## config.mk

```make
export PLATFORM = sky130hd
export DESIGN_NAME = tga_uncompressed_pixel_parser
export DESIGN_NICKNAME = d
export VERILOG_FILES = /design/src/rtl/tgap_pkg.sv /design/src/rtl/tgap_in_reg.sv /design/src/rtl/tgap_parser.sv /design/src/rtl/tgap_out_reg.sv /design/src/rtl/tga_uncompressed_pixel_parser.sv
export SDC_FILE = /design/constraint.sdc
export NUM_CORES = 1
export LEC_CHECK = 0
export CAP_MARGIN = 40
export CORE_MARGIN = 5
export CORE_UTILIZATION = 65
export CTS_CLUSTER_DIAMETER = 50
export DETAILED_ROUTE_END_ITERATION = 10
export DONT_BUFFER_PORTS = 1
export HOLD_SLACK_MARGIN = 0.06
export PLACE_DENSITY_LB_ADDON = 0.25
export SETUP_SLACK_MARGIN = 0.3
export SLEW_MARGIN = 20
export SYNTH_ARGS = -nofsm -noshare
export SYNTH_HDL_FRONTEND = slang
export SYNTH_SLANG_ARGS = --single-unit
```

## constraint.sdc

```tcl
create_clock -name i_clk -period 23.6 [get_ports i_clk]
set_clock_uncertainty 0.15 [all_clocks]
set_input_delay 3.54 -clock i_clk [delete_from_list [all_inputs] [get_ports i_clk]]
set_output_delay 3.54 -clock i_clk [all_outputs]
set_load 0.005 [all_outputs]
```

## src/rtl/tgap_pkg.sv

```systemverilog
// Shared types, constants and header offsets for the TGA pixel parser.
package tgap_pkg;

    // Default width of the pixel buffer address
    localparam int ADDR_BITS_DEF = 32;

    // Stream word widths
    localparam int S_TDATA_W = 8;
    localparam int M_TDATA_W = 104;
    localparam int M_TUSER_W = 2;
    localparam int INDEX_W   = 32;

    // Header byte offsets
    localparam logic [4:0] HDR_ID_LEN       = 5'd0;
    localparam logic [4:0] HDR_MAP_TYPE     = 5'd1;
    localparam logic [4:0] HDR_IMAGE_TYPE   = 5'd2;
    localparam logic [4:0] HDR_MAP_FIRST_LO = 5'd3;
    localparam logic [4:0] HDR_MAP_FIRST_HI = 5'd4;
    localparam logic [4:0] HDR_MAP_LEN_LO   = 5'd5;
    localparam logic [4:0] HDR_MAP_LEN_HI   = 5'd6;
    localparam logic [4:0] HDR_MAP_DEPTH    = 5'd7;
    localparam logic [4:0] HDR_WIDTH_LO     = 5'd12;
    localparam logic [4:0] HDR_WIDTH_HI     = 5'd13;
    localparam logic [4:0] HDR_HEIGHT_LO    = 5'd14;
    localparam logic [4:0] HDR_HEIGHT_HI    = 5'd15;
    localparam logic [4:0] HDR_DEPTH        = 5'd16;
    localparam logic [4:0] HDR_DESCRIPTOR   = 5'd17;

    // Header field values
    localparam logic [7:0] IMAGE_TYPE_TRUECOLOUR = 8'd2;
    localparam logic [7:0] DEPTH_24              = 8'd24;
    localparam logic [7:0] DEPTH_32              = 8'd32;
    localparam logic [7:0] DESC_24               = 8'd0;
    localparam logic [7:0] DESC_32               = 8'd8;
    localparam logic [7:0] ALPHA_OPAQUE          = 8'hFF;

    typedef enum logic [1:0] {
        PH_IDLE   = 2'd0,
        PH_HEADER = 2'd1,
        PH_PIXELS = 2'd2
    } t_phase;

    typedef enum logic [1:0] {
        KIND_PIXEL  = 2'd0,
        KIND_HEADER = 2'd1,
        KIND_ERROR  = 2'd2
    } t_kind;

    typedef enum logic [1:0] {
        ERR_NONE  = 2'd0,
        ERR_FIXED = 2'd1,
        ERR_DESC  = 2'd2,
        ERR_DEPTH = 2'd3
    } t_err;

    // Input word held in the input register
    typedef struct packed {
        logic       valid;
        logic [7:0] data_byte;
        logic       sof;
    } t_in_word;

    // One result word
    typedef struct packed {
        t_kind               kind;
        logic [31:0]         bgra;
        logic [INDEX_W-1:0]  index;
        logic [15:0]         width;
        logic [15:0]         height;
        t_err                err;
        logic                final_item;
    } t_result;

endpackage

```

## src/rtl/tgap_in_reg.sv

```systemverilog
// Input register: holds one incoming byte until the parser takes it.
module tgap_in_reg
    import tgap_pkg::*;
(
    input  logic                 i_clk,
    input  logic                 i_rst_n,
    input  logic                 s_axis_tvalid,
    output logic                 s_axis_tready,
    input  logic [S_TDATA_W-1:0] s_axis_tdata,   // [7:0] data_byte
    input  logic [0:0]           s_axis_tuser,   // [0] start_of_file
    input  logic                 i_take,
    output t_in_word             o_word
);

    logic       r_valid;
    logic [7:0] r_byte;
    logic       r_sof;

    // free when empty or when the held word leaves this cycle
    assign s_axis_tready = !r_valid || i_take;

    // valid flag
    always_ff @(posedge i_clk) begin
        if (!i_rst_n) begin
            r_valid <= 1'b0;
        end else if (s_axis_tready) begin
            r_valid <= s_axis_tvalid;
        end
    end

    // payload
    always_ff @(posedge i_clk) begin
        if (s_axis_tready && s_axis_tvalid) begin
            r_byte <= s_axis_tdata[7:0];
            r_sof  <= s_axis_tuser[0];
        end
    end

    assign o_word = '{valid: r_valid, data_byte: r_byte, sof: r_sof};

endmodule

```

## src/rtl/tgap_parser.sv

```systemverilog
// Header check and pixel assembly state, one byte per cycle while a byte is taken.
module tgap_parser
    import tgap_pkg::*;
#(
    parameter int ADDR_BITS = ADDR_BITS_DEF
) (
    input  logic     i_clk,
    input  logic     i_rst_n,
    input  t_in_word i_word,
    input  logic     i_take,
    output logic     o_res_valid,
    output t_result  o_res
);

    t_phase                r_phase, n_phase;
    logic [4:0]            r_hpos, n_hpos;
    logic [15:0]           r_width, n_width;
    logic [15:0]           r_height, n_height;
    logic                  r_d32, n_d32;
    logic [23:0]           r_held, n_held;
    logic [1:0]            r_bip, n_bip;
    logic [15:0]           r_col, n_col;
    logic [15:0]           r_rows, n_rows;
    logic [ADDR_BITS-1:0]  r_base, n_base;

    logic                  sof;
    logic [7:0]            b;
    t_phase                e_phase;
    logic [4:0]            e_hpos;
    logic [1:0]            last_byte;
    logic                  row_end;
    logic                  empty;
    logic [31:0]           base_prod;
    logic [ADDR_BITS-1:0]  idx;

    assign sof = i_take && i_word.sof;
    assign b   = i_word.data_byte;

    // start row base for the bottom-up file order, top row is 0
    assign base_prod = r_width * (r_height - 16'd1);
    assign idx       = ADDR_BITS'(r_base + ADDR_BITS'(r_col));
    assign row_end   = ({1'b0, r_col} + 17'd1) >= {1'b0, r_width};
    assign empty     = (r_width == 16'd0) || (r_height == 16'd0);
    assign last_byte = r_d32 ? 2'd3 : 2'd2;

    // next state and result
    always_comb begin
        e_phase     = sof ? PH_HEADER : r_phase;
        e_hpos      = sof ? 5'd0 : r_hpos;
        n_phase     = e_phase;
        n_hpos      = e_hpos;
        n_width     = sof ? 16'd0 : r_width;
        n_height    = sof ? 16'd0 : r_height;
        n_d32       = r_d32;
        n_held      = sof ? 24'd0 : r_held;
        n_bip       = sof ? 2'd0 : r_bip;
        n_col       = r_col;
        n_rows      = r_rows;
        n_base      = r_base;
        o_res_valid = 1'b0;
        o_res       = '0;

        if (i_take) begin
            case (e_phase)
                PH_HEADER: begin
                    n_hpos = e_hpos + 5'd1;
                    case (e_hpos)
                        HDR_ID_LEN, HDR_MAP_TYPE, HDR_MAP_FIRST_LO, HDR_MAP_FIRST_HI,
                        HDR_MAP_LEN_LO, HDR_MAP_LEN_HI, HDR_MAP_DEPTH: begin
                            if (b != 8'd0) begin
                                o_res_valid = 1'b1;
                                o_res.kind  = KIND_ERROR;
                                o_res.err   = ERR_FIXED;
                                n_phase     = PH_IDLE;
                            end
                        end
                        HDR_IMAGE_TYPE: begin
                            if (b != IMAGE_TYPE_TRUECOLOUR) begin
                                o_res_valid = 1'b1;
                                o_res.kind  = KIND_ERROR;
                                o_res.err   = ERR_FIXED;
                                n_phase     = PH_IDLE;
                            end
                        end
                        HDR_WIDTH_LO:  n_width  = {8'd0, b};
                        HDR_WIDTH_HI:  n_width  = {b, n_width[7:0]};
                        HDR_HEIGHT_LO: n_height = {8'd0, b};
                        HDR_HEIGHT_HI: n_height = {b, n_height[7:0]};
                        HDR_DEPTH:     n_held   = {16'd0, b};
                        HDR_DESCRIPTOR: begin
                            o_res_valid = 1'b1;
                            if ((r_held[7:0] != DEPTH_24) && (r_held[7:0] != DEPTH_32)) begin
                                o_res.kind = KIND_ERROR;
                                o_res.err  = ERR_DEPTH;
                                n_phase    = PH_IDLE;
                            end else if (((r_held[7:0] == DEPTH_24) && (b != DESC_24)) ||
                                         ((r_held[7:0] == DEPTH_32) && (b != DESC_32))) begin
                                o_res.kind = KIND_ERROR;
                                o_res.err  = ERR_DESC;
                                n_phase    = PH_IDLE;
                            end else begin
                                n_d32            = (r_held[7:0] == DEPTH_32);
                                n_held           = 24'd0;
                                n_bip            = 2'd0;
                                n_col            = 16'd0;
                                n_rows           = r_height;
                                n_base           = empty ? '0 : ADDR_BITS'(base_prod);
                                n_phase          = empty ? PH_IDLE : PH_PIXELS;
                                o_res.kind       = KIND_HEADER;
                                o_res.width      = r_width;
                                o_res.height     = r_height;
                                o_res.final_item = empty;
                            end
                        end
                        default: ;  // origins are ignored
                    endcase
                end
                PH_PIXELS: begin
                    if (r_bip < last_byte) begin
                        // collect the colour bytes
                        case (r_bip)
                            2'd0:    n_held = r_held | {16'd0, b};
                            2'd1:    n_held = r_held | {8'd0, b, 8'd0};
                            default: n_held = r_held | {b, 16'd0};
                        endcase
                        n_bip = r_bip + 2'd1;
                    end else begin
                        o_res_valid      = 1'b1;
                        o_res.kind       = KIND_PIXEL;
                        o_res.bgra       = r_d32 ? {b, r_held}
                                                 : {ALPHA_OPAQUE, b, r_held[15:0]};
                        o_res.index      = INDEX_W'(idx);
                        o_res.width      = r_width;
                        o_res.height     = r_height;
                        o_res.final_item = (r_rows <= 16'd1) && row_end;
                        n_held           = 24'd0;
                        n_bip            = 2'd0;
                        if (row_end) begin
                            n_col  = 16'd0;
                            n_rows = r_rows - 16'd1;
                            n_base = ADDR_BITS'(r_base - ADDR_BITS'(r_width));
                        end else begin
                            n_col = r_col + 16'd1;
                        end
                        if ((r_rows <= 16'd1) && row_end) begin
                            n_phase = PH_IDLE;
                        end
                    end
                end
                default: ;  // idle: bytes dropped
            endcase
        end
    end

    // state registers
    always_ff @(posedge i_clk) begin
        if (!i_rst_n) begin
            r_phase  <= PH_IDLE;
            r_hpos   <= 5'd0;
            r_width  <= 16'd0;
            r_height <= 16'd0;
            r_d32    <= 1'b0;
            r_held   <= 24'd0;
            r_bip    <= 2'd0;
            r_col    <= 16'd0;
            r_rows   <= 16'd0;
            r_base   <= '0;
        end else begin
            r_phase  <= n_phase;
            r_hpos   <= n_hpos;
            r_width  <= n_width;
            r_height <= n_height;
            r_d32    <= n_d32;
            r_held   <= n_held;
            r_bip    <= n_bip;
            r_col    <= n_col;
            r_rows   <= n_rows;
            r_base   <= n_base;
        end
    end

`ifndef ASSERT_OFF
    // an image in progress always has a row left
    a_rows_left: assert property (@(posedge i_clk) disable iff (!i_rst_n)
        r_phase == PH_PIXELS |-> r_rows != 16'd0)
        else $error("pixel phase with no rows left");

    // pixels only come out of the pixel phase
    a_pixel_phase: assert property (@(posedge i_clk) disable iff (!i_rst_n)
        (o_res_valid && o_res.kind == KIND_PIXEL) |-> (r_phase == PH_PIXELS && !sof))
        else $error("pixel emitted outside pixel phase");

    // header result only on the descriptor byte
    a_header_pos: assert property (@(posedge i_clk) disable iff (!i_rst_n)
        (o_res_valid && o_res.kind == KIND_HEADER) |-> (r_hpos == HDR_DESCRIPTOR))
        else $error("header result at wrong byte");

    // an error result of the parser sends the block to idle
    a_error_idle: assert property (@(posedge i_clk) disable iff (!i_rst_n)
        (o_res_valid && o_res.kind == KIND_ERROR) |=> r_phase == PH_IDLE)
        else $error("parser not idle after error");
`endif

endmodule

```

## src/rtl/tgap_out_reg.sv

```systemverilog
// Result register on the master side of the stream.
module tgap_out_reg
    import tgap_pkg::*;
(
    input  logic                 i_clk,
    input  logic                 i_rst_n,
    input  logic                 i_word_valid,
    input  logic                 i_res_valid,
    input  t_result              i_res,
    output logic                 o_take,
    output logic                 m_axis_tvalid,
    input  logic                 m_axis_tready,
    output logic [M_TDATA_W-1:0] m_axis_tdata,   // bgra, index, width, height, error_code
    output logic [M_TUSER_W-1:0] m_axis_tuser,   // [1:0] result_kind
    output logic                 m_axis_tlast    // final_item
);

    logic    r_valid;
    t_result r_res;
    logic    load;

    // the parser moves on when the result slot is free or draining
    assign o_take = i_word_valid && (!r_valid || m_axis_tready);
    assign load   = o_take && i_res_valid;

    // valid flag
    always_ff @(posedge i_clk) begin
        if (!i_rst_n) begin
            r_valid <= 1'b0;
        end else if (load) begin
            r_valid <= 1'b1;
        end else if (m_axis_tready) begin
            r_valid <= 1'b0;
        end
    end

    // payload
    always_ff @(posedge i_clk) begin
        if (load) begin
            r_res <= i_res;
        end
    end

    assign m_axis_tvalid = r_valid;
    assign m_axis_tdata  = {6'd0, r_res.err, r_res.height, r_res.width,
                            r_res.index, r_res.bgra};
    assign m_axis_tuser  = r_res.kind;
    assign m_axis_tlast  = r_res.final_item;

endmodule

```

## src/rtl/tga_uncompressed_pixel_parser.sv

```systemverilog
// Each byte is held in the input register; its result is held in the result register.
// Throughput: one byte per cycle if not stalled; a pixel every 3 (24-bit) or 4 (32-bit) bytes.
// The rate is set by the single parse step between the input and result registers.
// Row base is stepped by one subtract per row; one 16x16 multiply runs on the last header byte.
// Reset is synchronous, active low, and clears all control and parse state at once.
module tga_uncompressed_pixel_parser
    import tgap_pkg::*;
#(
    parameter int ADDR_BITS = ADDR_BITS_DEF
) (
    input  logic                 i_clk,
    input  logic                 i_rst_n,
    input  logic                 s_axis_tvalid,
    output logic                 s_axis_tready,
    input  logic [S_TDATA_W-1:0] s_axis_tdata,   // [7:0] data_byte
    input  logic [0:0]           s_axis_tuser,   // [0] start_of_file
    output logic                 m_axis_tvalid,
    input  logic                 m_axis_tready,
    output logic [M_TDATA_W-1:0] m_axis_tdata,   // [31:0] pixel_bgra, [63:32] pixel_index,
                                                 // [79:64] image_width, [95:80] image_height,
                                                 // [97:96] error_code, [103:98] zero
    output logic [M_TUSER_W-1:0] m_axis_tuser,   // [1:0] result_kind
    output logic                 m_axis_tlast    // final_item
);

    t_in_word word;
    logic     take;
    logic     res_valid;
    t_result  res;

    // input word register
    tgap_in_reg u_in (
        .i_clk         (i_clk),
        .i_rst_n       (i_rst_n),
        .s_axis_tvalid (s_axis_tvalid),
        .s_axis_tready (s_axis_tready),
        .s_axis_tdata  (s_axis_tdata),
        .s_axis_tuser  (s_axis_tuser),
        .i_take        (take),
        .o_word        (word)
    );

    // parse step
    tgap_parser #(
        .ADDR_BITS (ADDR_BITS)
    ) u_parser (
        .i_clk       (i_clk),
        .i_rst_n     (i_rst_n),
        .i_word      (word),
        .i_take      (take),
        .o_res_valid (res_valid),
        .o_res       (res)
    );

    // result word register
    tgap_out_reg u_out (
        .i_clk         (i_clk),
        .i_rst_n       (i_rst_n),
        .i_word_valid  (word.valid),
        .i_res_valid   (res_valid),
        .i_res         (res),
        .o_take        (take),
        .m_axis_tvalid (m_axis_tvalid),
        .m_axis_tready (m_axis_tready),
        .m_axis_tdata  (m_axis_tdata),
        .m_axis_tuser  (m_axis_tuser),
        .m_axis_tlast  (m_axis_tlast)
    );

endmodule

```

Word level (Yosys, flattened, before mapping)
Cells that the tools add are included.
{ "totals": {"regBits": 242, "input_bits": 13, "out_inout_bits": 109, "elab_cells": 181} }
{ "op_classes": {"add_sub_neg": 8, "mul": 1, "order_cmp": 3, "eq_ne": 27, "n_mux": 87, "bitwise_logic": 7, "reduce_logical": 27} }
{ "op_table": {"columns": ["operator", "count"], "rows": [
  ["$mux W32", 11],
  ["$mux W16", 16],
  ["$pmux W24 S2", 3],
  ["$pmux W16 S2", 4],
  ["$pmux W32 S2", 2],
  ["$mux W24", 5],
  ["$mux W2", 21],
  ["$add A32 B16 Y32", 1],
  ["$logic_not A16 Y1", 2],
  ["$mul A16 B32 Y32", 1],
  ["$sub A32 B16 Y32", 1],
  ["$or A24 B16 Y24", 1],
  ["$or A24 B24 Y24", 1],
  ["$or A24 B8 Y24", 1],
  ["$eq A5 B3 Y1 const B", 4],
  ["$eq A5 B4 Y1 const B", 4],
  ["$pmux W2 S3", 3],
  ["$add A16 B1 Y17 const B", 1],
  ["$ge A17 B16 Y1", 1],
  ["$sub A16 B1 Y17 const B", 1],
  ["$add A16 B1 Y16 const B", 1],
  ["$le A16 B1 Y1 const B", 1],
  ["$sub A16 B1 Y16 const B", 1],
  ["$mux W5", 3],
  ["34 further kinds", 70]
]} }

Depth between registers and ports, before layout
{ "logic_depth": {"depth_word": 12, "depth_mapped": 30, "mapped_depth_nobuf": 29} }

Hierarchy
Synthesis repeated with hierarchy kept, for this count alone.
{ "hier_totals": {"hier_cells": 2525, "area_unflattened_um2": 22316.4} }
{ "by_module_without_submodules": {"columns": ["module", "instances", "cells_per_inst", "area_per_inst_um2", "seq_area_each_um2"], "rows": [
  ["tgap_parser", 1, 2395, 18818.0, 2602.5],
  ["tgap_out_reg", 1, 114, 3155.5, 3052.9],
  ["tgap_in_reg", 1, 16, 342.8, 290.3]
]} }

Worst setup path after synthesis
No wires, ideal clock.
{ "synth_path": {"kind": "input-to-reg", "startpoint": "input port m_axis_tready", "endpoint": "register u_out.r_res (netlist bit u_out.m_axis_tdata[0]), enable pin", "setup_ns": 0.563, "t_arrival_ns": 9.453, "required_time_ns": 22.887, "setup_slack_ns": 13.434, "stages": 11, "n_path_buf": 0, "cell_sequence": "nor2b_1 nor3_1 nor2_1 inv_1 ha_1 inv_1 nor2_1 nand2b_1 a21oi_1 nor2_1 nor2_1"} }
{ "synth_between": {"elab_chain_len": 10, "word_cells_on_any_way": 21, "classes_between": "eq/ne: 10; mux: 5; reduce/logical: 6"} }
{ "synth_lines": {"columns": ["item", "line_no", "source"], "rows": [
  ["start: declaration", "tga_uncompressed_pixel_parser.sv:18", "input logic m_axis_tready,"],
  ["$logic_or A1 B1 Y1 *", "tgap_out_reg.sv:23", "assign o_take = i_word_valid && (!r_valid || m_axis_tready);"],
  ["$logic_and A1 B1 Y1 *", "tgap_out_reg.sv:23", null],
  ["$logic_and A1 B1 Y1", "tgap_parser.sv:36", "assign sof = i_take && i_word.sof;"],
  ["$mux W5", "tgap_parser.sv:49", "e_hpos = sof ? 5'd0 : r_hpos;"],
  ["$eq A5 B1 Y1, or another cell as far along", "tgap_parser.sv:67", "case (e_hpos)"],
  ["$reduce_or A7 Y1", "tgap_parser.sv:67", null],
  ["$pmux W1 S3", "tgap_parser.sv:67", null],
  ["$pmux W1 S2", "tgap_parser.sv:64", "case (e_phase)"],
  ["$mux W1", "tgap_parser.sv:63", "if (i_take) begin"],
  ["$logic_and A1 B1 Y1 *", "tgap_out_reg.sv:24", "assign load = o_take && i_res_valid;"],
  ["net u_out.load", "tgap_out_reg.sv:20", "logic load;"],
  ["end signal: assignment", "tgap_out_reg.sv:40", "r_res <= i_res;"],
  ["end: declaration", "tgap_out_reg.sv:19", "t_result r_res;"]
]} }
Mark *: on every way through the listed nets, which the timed path passes. The rest lies on a longest branch.
A chain may end at the register's enable or synchronous reset.

Final worst setup path
{ "layout_path": {"startpoint": "register u_parser.r_height[2]", "endpoint": "register u_parser.r_base[30]"} }
{ "layout_between": {"elab_chain_len": 7, "word_cells_on_any_way": 9, "classes_between": "add/sub: 1; mul: 1; mux: 5; reduce/logical: 2"} }
{ "layout_lines": {"columns": ["item", "line_no", "source"], "rows": [
  ["start: declaration", "tgap_parser.sv:18", "logic [15:0] r_height, n_height;"],
  ["start signal: assignment", "tgap_parser.sv:172", "r_height <= n_height;"],
  ["$sub A16 B1 Y17 / $logic_not A16 Y1 (equally long branches)", "tgap_parser.sv:40, tgap_parser.sv:43", null],
  ["$mul A16 B32 Y32 / $logic_or A1 B1 Y1 (equally long branches)", "tgap_parser.sv:40, tgap_parser.sv:43", null],
  ["$mux W32 *", "tgap_parser.sv:107", "n_base = empty ? '0 : ADDR_BITS'(base_prod);"],
  ["$mux W32 *", "tgap_parser.sv:96", "end else if (((r_held[7:0] == DEPTH_24) && (b != DESC_24)) ||"],
  ["$mux W32 *", "tgap_parser.sv:92", "if ((r_held[7:0] != DEPTH_24) && (r_held[7:0] != DEPTH_32)) begin"],
  ["$mux W32 *", "tgap_parser.sv:67", null],
  ["$pmux W32 S2 *", "tgap_parser.sv:64", null],
  ["end signal: assignment", "tgap_parser.sv:178", "r_base <= n_base;"],
  ["end: declaration", "tgap_parser.sv:24", "logic [ADDR_BITS-1:0] r_base, n_base;"]
]} }
Every way passes the cells marked *; elsewhere a longest branch is shown, timed or not. The select of a mux whose other input is x is not followed.

==> out/metrics.cfg <==
[final_layout]
num-nets-final=2900
multi_input_area_um2=15100
fin_cells=2963
synthToLayoutAreaGrowth_pct=5.98
drive_gt1_frac=0.0427
final_cell_area_um2=24100
final_common_cell=inv_1
n_antenna_cell=0
fillers=2623
regArea_um2=5950
final_cell_mix=346 x inv_1, 276 x nor2_1, 272 x fa_1, 235 x nand2_1, 135 x a21oi_1
fin_util=0.699

[cts]
clk_latency_ns=0.56
cts_made_buffers=27
clockBufferDepth=3
cts_tree=yes
clk_pin_slew_ns=0.06
cts-resized-gates=0
postCtsSetupBuffers=0
root_buffer=clkbuf_16
hold_buffers=0
cts_sinks=242
htree_levels=1

[global_routing]
grt_pass1_vias=19100
grtUsageTotal=0.319
busiest_layer=met2
grt_pass1_wl_um=100000
use_met2=0.523
grt_max_degree=73
grt_overflow_total=0
grt_util_met1=0.414
antenna_found_initial=1
met3_usage=0.0558

[sta]
drv_slew=0
setup_violations=0
min_period_ns=8.68
max_freq_mhz=115
worst_pin_slew_ns=0.929
grt_setup_unrepaired=no
hold_viol=0
finalCritPeriodShare=0.368
setup-tns-final_ns=0
relSlewSlack=0.380

[placed_design]
dp.cells=2912
finalWeightedCongestion=0.950
dp_hpwl_um=46600
dpl-instance-area_um2=23200
io_buffer_count=0

[detailed_routing]
vias=18500
firstDrtPassIters=6
drt-initial-drc-count=1730
drt_wl_total_um=61700
final_antenna_net_count=0
drt-vias-per-instance=6.26
drc=0
post_drt_wl_per_cell_um=20.8

[worst_hold_path]
min_path_type=reg2reg
hold_path_end=u_parser.r_held[21]$_SDFFE_PN0P_
min_path_cells=2
worstHoldStart=u_parser.r_held[21]$_SDFFE_PN0P_

[synthesis]
synth_area_leader_cell=fa_1
synth_area_leaders=fa_1 24%, edfxtp_1 14%, dfxtp_1 12%, ha_1 7.0%, inv_1 5.7%
ys_warn_count=0
yosys_register_bits=242
syn-cell-area_um2=22800
synth_flop_cell=dfxtp_1
synth-edff-count=110
synthCells=2528
synth.yosys.seq_area_share=0.261
ys_types=88
syn_avg_cell_area_um2=9.01
ys_async_sr_fraction=0
netlist.area_leader.share=0.239

[power]
p_per_area_nw_per_um2=38.2
p_int_w=0.000702
clockPowerShare=0.455
power_frac_comb=0.059
seqPwrFrac=0.486
p_leak_nw=10.4
swShare=0.238
switching_power_w=0.000220
ir_worst_vdd_mv=0.0654

[floorplan]
die_h_um=197
dieArea_um2=38900
start_util=0.660
core_um2=34500
fp.dieW_um=197
core.rowCount=68
boundaryPins=122

[worst_setup_path]
crit_path_top_delay_cell=or4_4
startpoint_type=flop
critPathArrivalTime_ns=9.00
path_class=reg2reg
startpoint=u_parser.r_height[2]$_SDFF_PN0_
crit_path_frequent_cell=fa_1
crit_path_max_incr_delay_ns=0.57
reg2reg_depth=28
required_ns=23.92
cp_max_fo=16
worst_setup_path_end_kind=flop
r2r-end=u_parser.r_base[30]$_SDFFE_PN0P_
r2r_slack_ns=14.92
r2r_start=u_parser.r_height[2]$_SDFF_PN0_

[flow_run]
max-cap-violations=0

[run_status]
status=finished clean

[through the flow]
step                      total power [W]  hold WS (ns)  setup slack [ns]
after floorplan                  0.000496         0.299             13.43
after global placement           0.000507         0.306             15.32
after detailed placement         0.000510         0.312             15.08
after CTS                        0.000923         0.325             15.06
after global routing             0.000949         0.355             14.58
final                            0.000922         0.325             14.92
[kinds of logic (layout without fill, tap and decap cells)]
| family | after synthesis | in the layout | synth area share |
|---|---|---|---|
| AO/OA/AOI/OAI | 443 | 443 | 0.127 |
| XOR/XNOR | 105 | 105 | 0.0404 |
| adder cells (fa/ha/maj) | 399 | 399 | 0.309 |
| buffers and inverters | 464 | 439 | 0.0784 |
| flip-flops | 242 | 242 | 0.261 |
| multiplexers | 11 | 11 | 0.00483 |
| other | 1 | 6 | 0.000165 |
| AND/OR/NAND/NOR | 863 | 863 | 0.180 |
[cell usage after synthesis (all sizes together), types with 7 or more instances]
cell / number
a211oi: 20
a21o: 18
a21oi: 135
a221oi: 7
a22oi: 57
a31oi: 9
and2: 131
and3: 20
buf: 25
clkbuf: 90
dfxtp: 132
edfxtp: 110
fa: 272
ha: 127
inv: 348
mux2i: 11
nand2: 236
nand2b: 22
nand3: 35
nand4: 14
nor2: 278
nor2b: 11
nor3: 56
nor4: 17
o211ai: 16
o21a: 29
o21ai: 85
o31ai: 8
or3: 15
xnor2: 62
xor2: 43
[layer usage]
layer,wire length [um],share of wire
met3,6210,0.10
met2,28800,0.47
met4,3470,0.056
met5,12,0.00019
met1,23200,0.38
[registers in the layout, indices dropped and copies added, names as in the netlist, 2 cells and up]
register / flops
u_parser.r_held: 24
u_parser.r_col: 16
u_parser.r_rows: 16
u_parser.r_height: 16
u_in.r_byte: 8
u_parser.r_hpos: 5
u_parser.r_bip: 2
u_out.m_axis_tdata: 98
u_parser.r_width: 16
u_out.m_axis_tuser: 2
u_parser.r_phase: 2
u_parser.r_base: 32
[critical path: cells and delay by family, from the launching register on]
kind / cells / cell delay [ns]
flops: 1 / 0.38
compound gates: 6 / 1.59
xor+xnor: 2 / 0.33
fa+ha+maj: 7 / 3.35
buf+inv: 5 / 0.43
simple gates: 8 / 2.38
[cell type report]
cell class / instances / area share
clock buffer: 36 / 0.0302
clock inverter: 13 / 0.00632
inverter: 349 / 0.0543
multi-input combinational: 1827 / 0.625
sequential: 242 / 0.246
tap: 455 / 0.0236
timing repair buffer: 41 / 0.0142
[worst max-delay path by stage]
stage	endpoint	slack, ns	depth (start not counted)
after floorplan	u_out.m_axis_tdata[0]$_SDFFCE_PP0P_	13.43	11
after global placement	u_parser.r_base[30]$_SDFFE_PN0P_	15.32	28
after detailed placement	u_parser.r_base[30]$_SDFFE_PN0P_	15.08	28
after CTS	u_parser.r_base[30]$_SDFFE_PN0P_	15.06	28
after global routing	u_parser.r_base[30]$_SDFFE_PN0P_	14.58	28
final	u_parser.r_base[30]$_SDFFE_PN0P_	14.92	28
[power by group through the flow]
stage / registers [W] / logic, W / clock network (W)
2_1_floorplan: 0.000452 / 0.0000435 / 0
3_3_place_gp: 0.000457 / 0.0000506 / 0
3_5_place_dp: 0.000457 / 0.0000526 / 0
4_1_cts: 0.000448 / 0.0000531 / 0.000422
5_1_grt: 0.000449 / 0.0000601 / 0.000440
6_report: 0.000448 / 0.0000545 / 0.000419
Note: power is estimated with default switching activity, not from simulation.
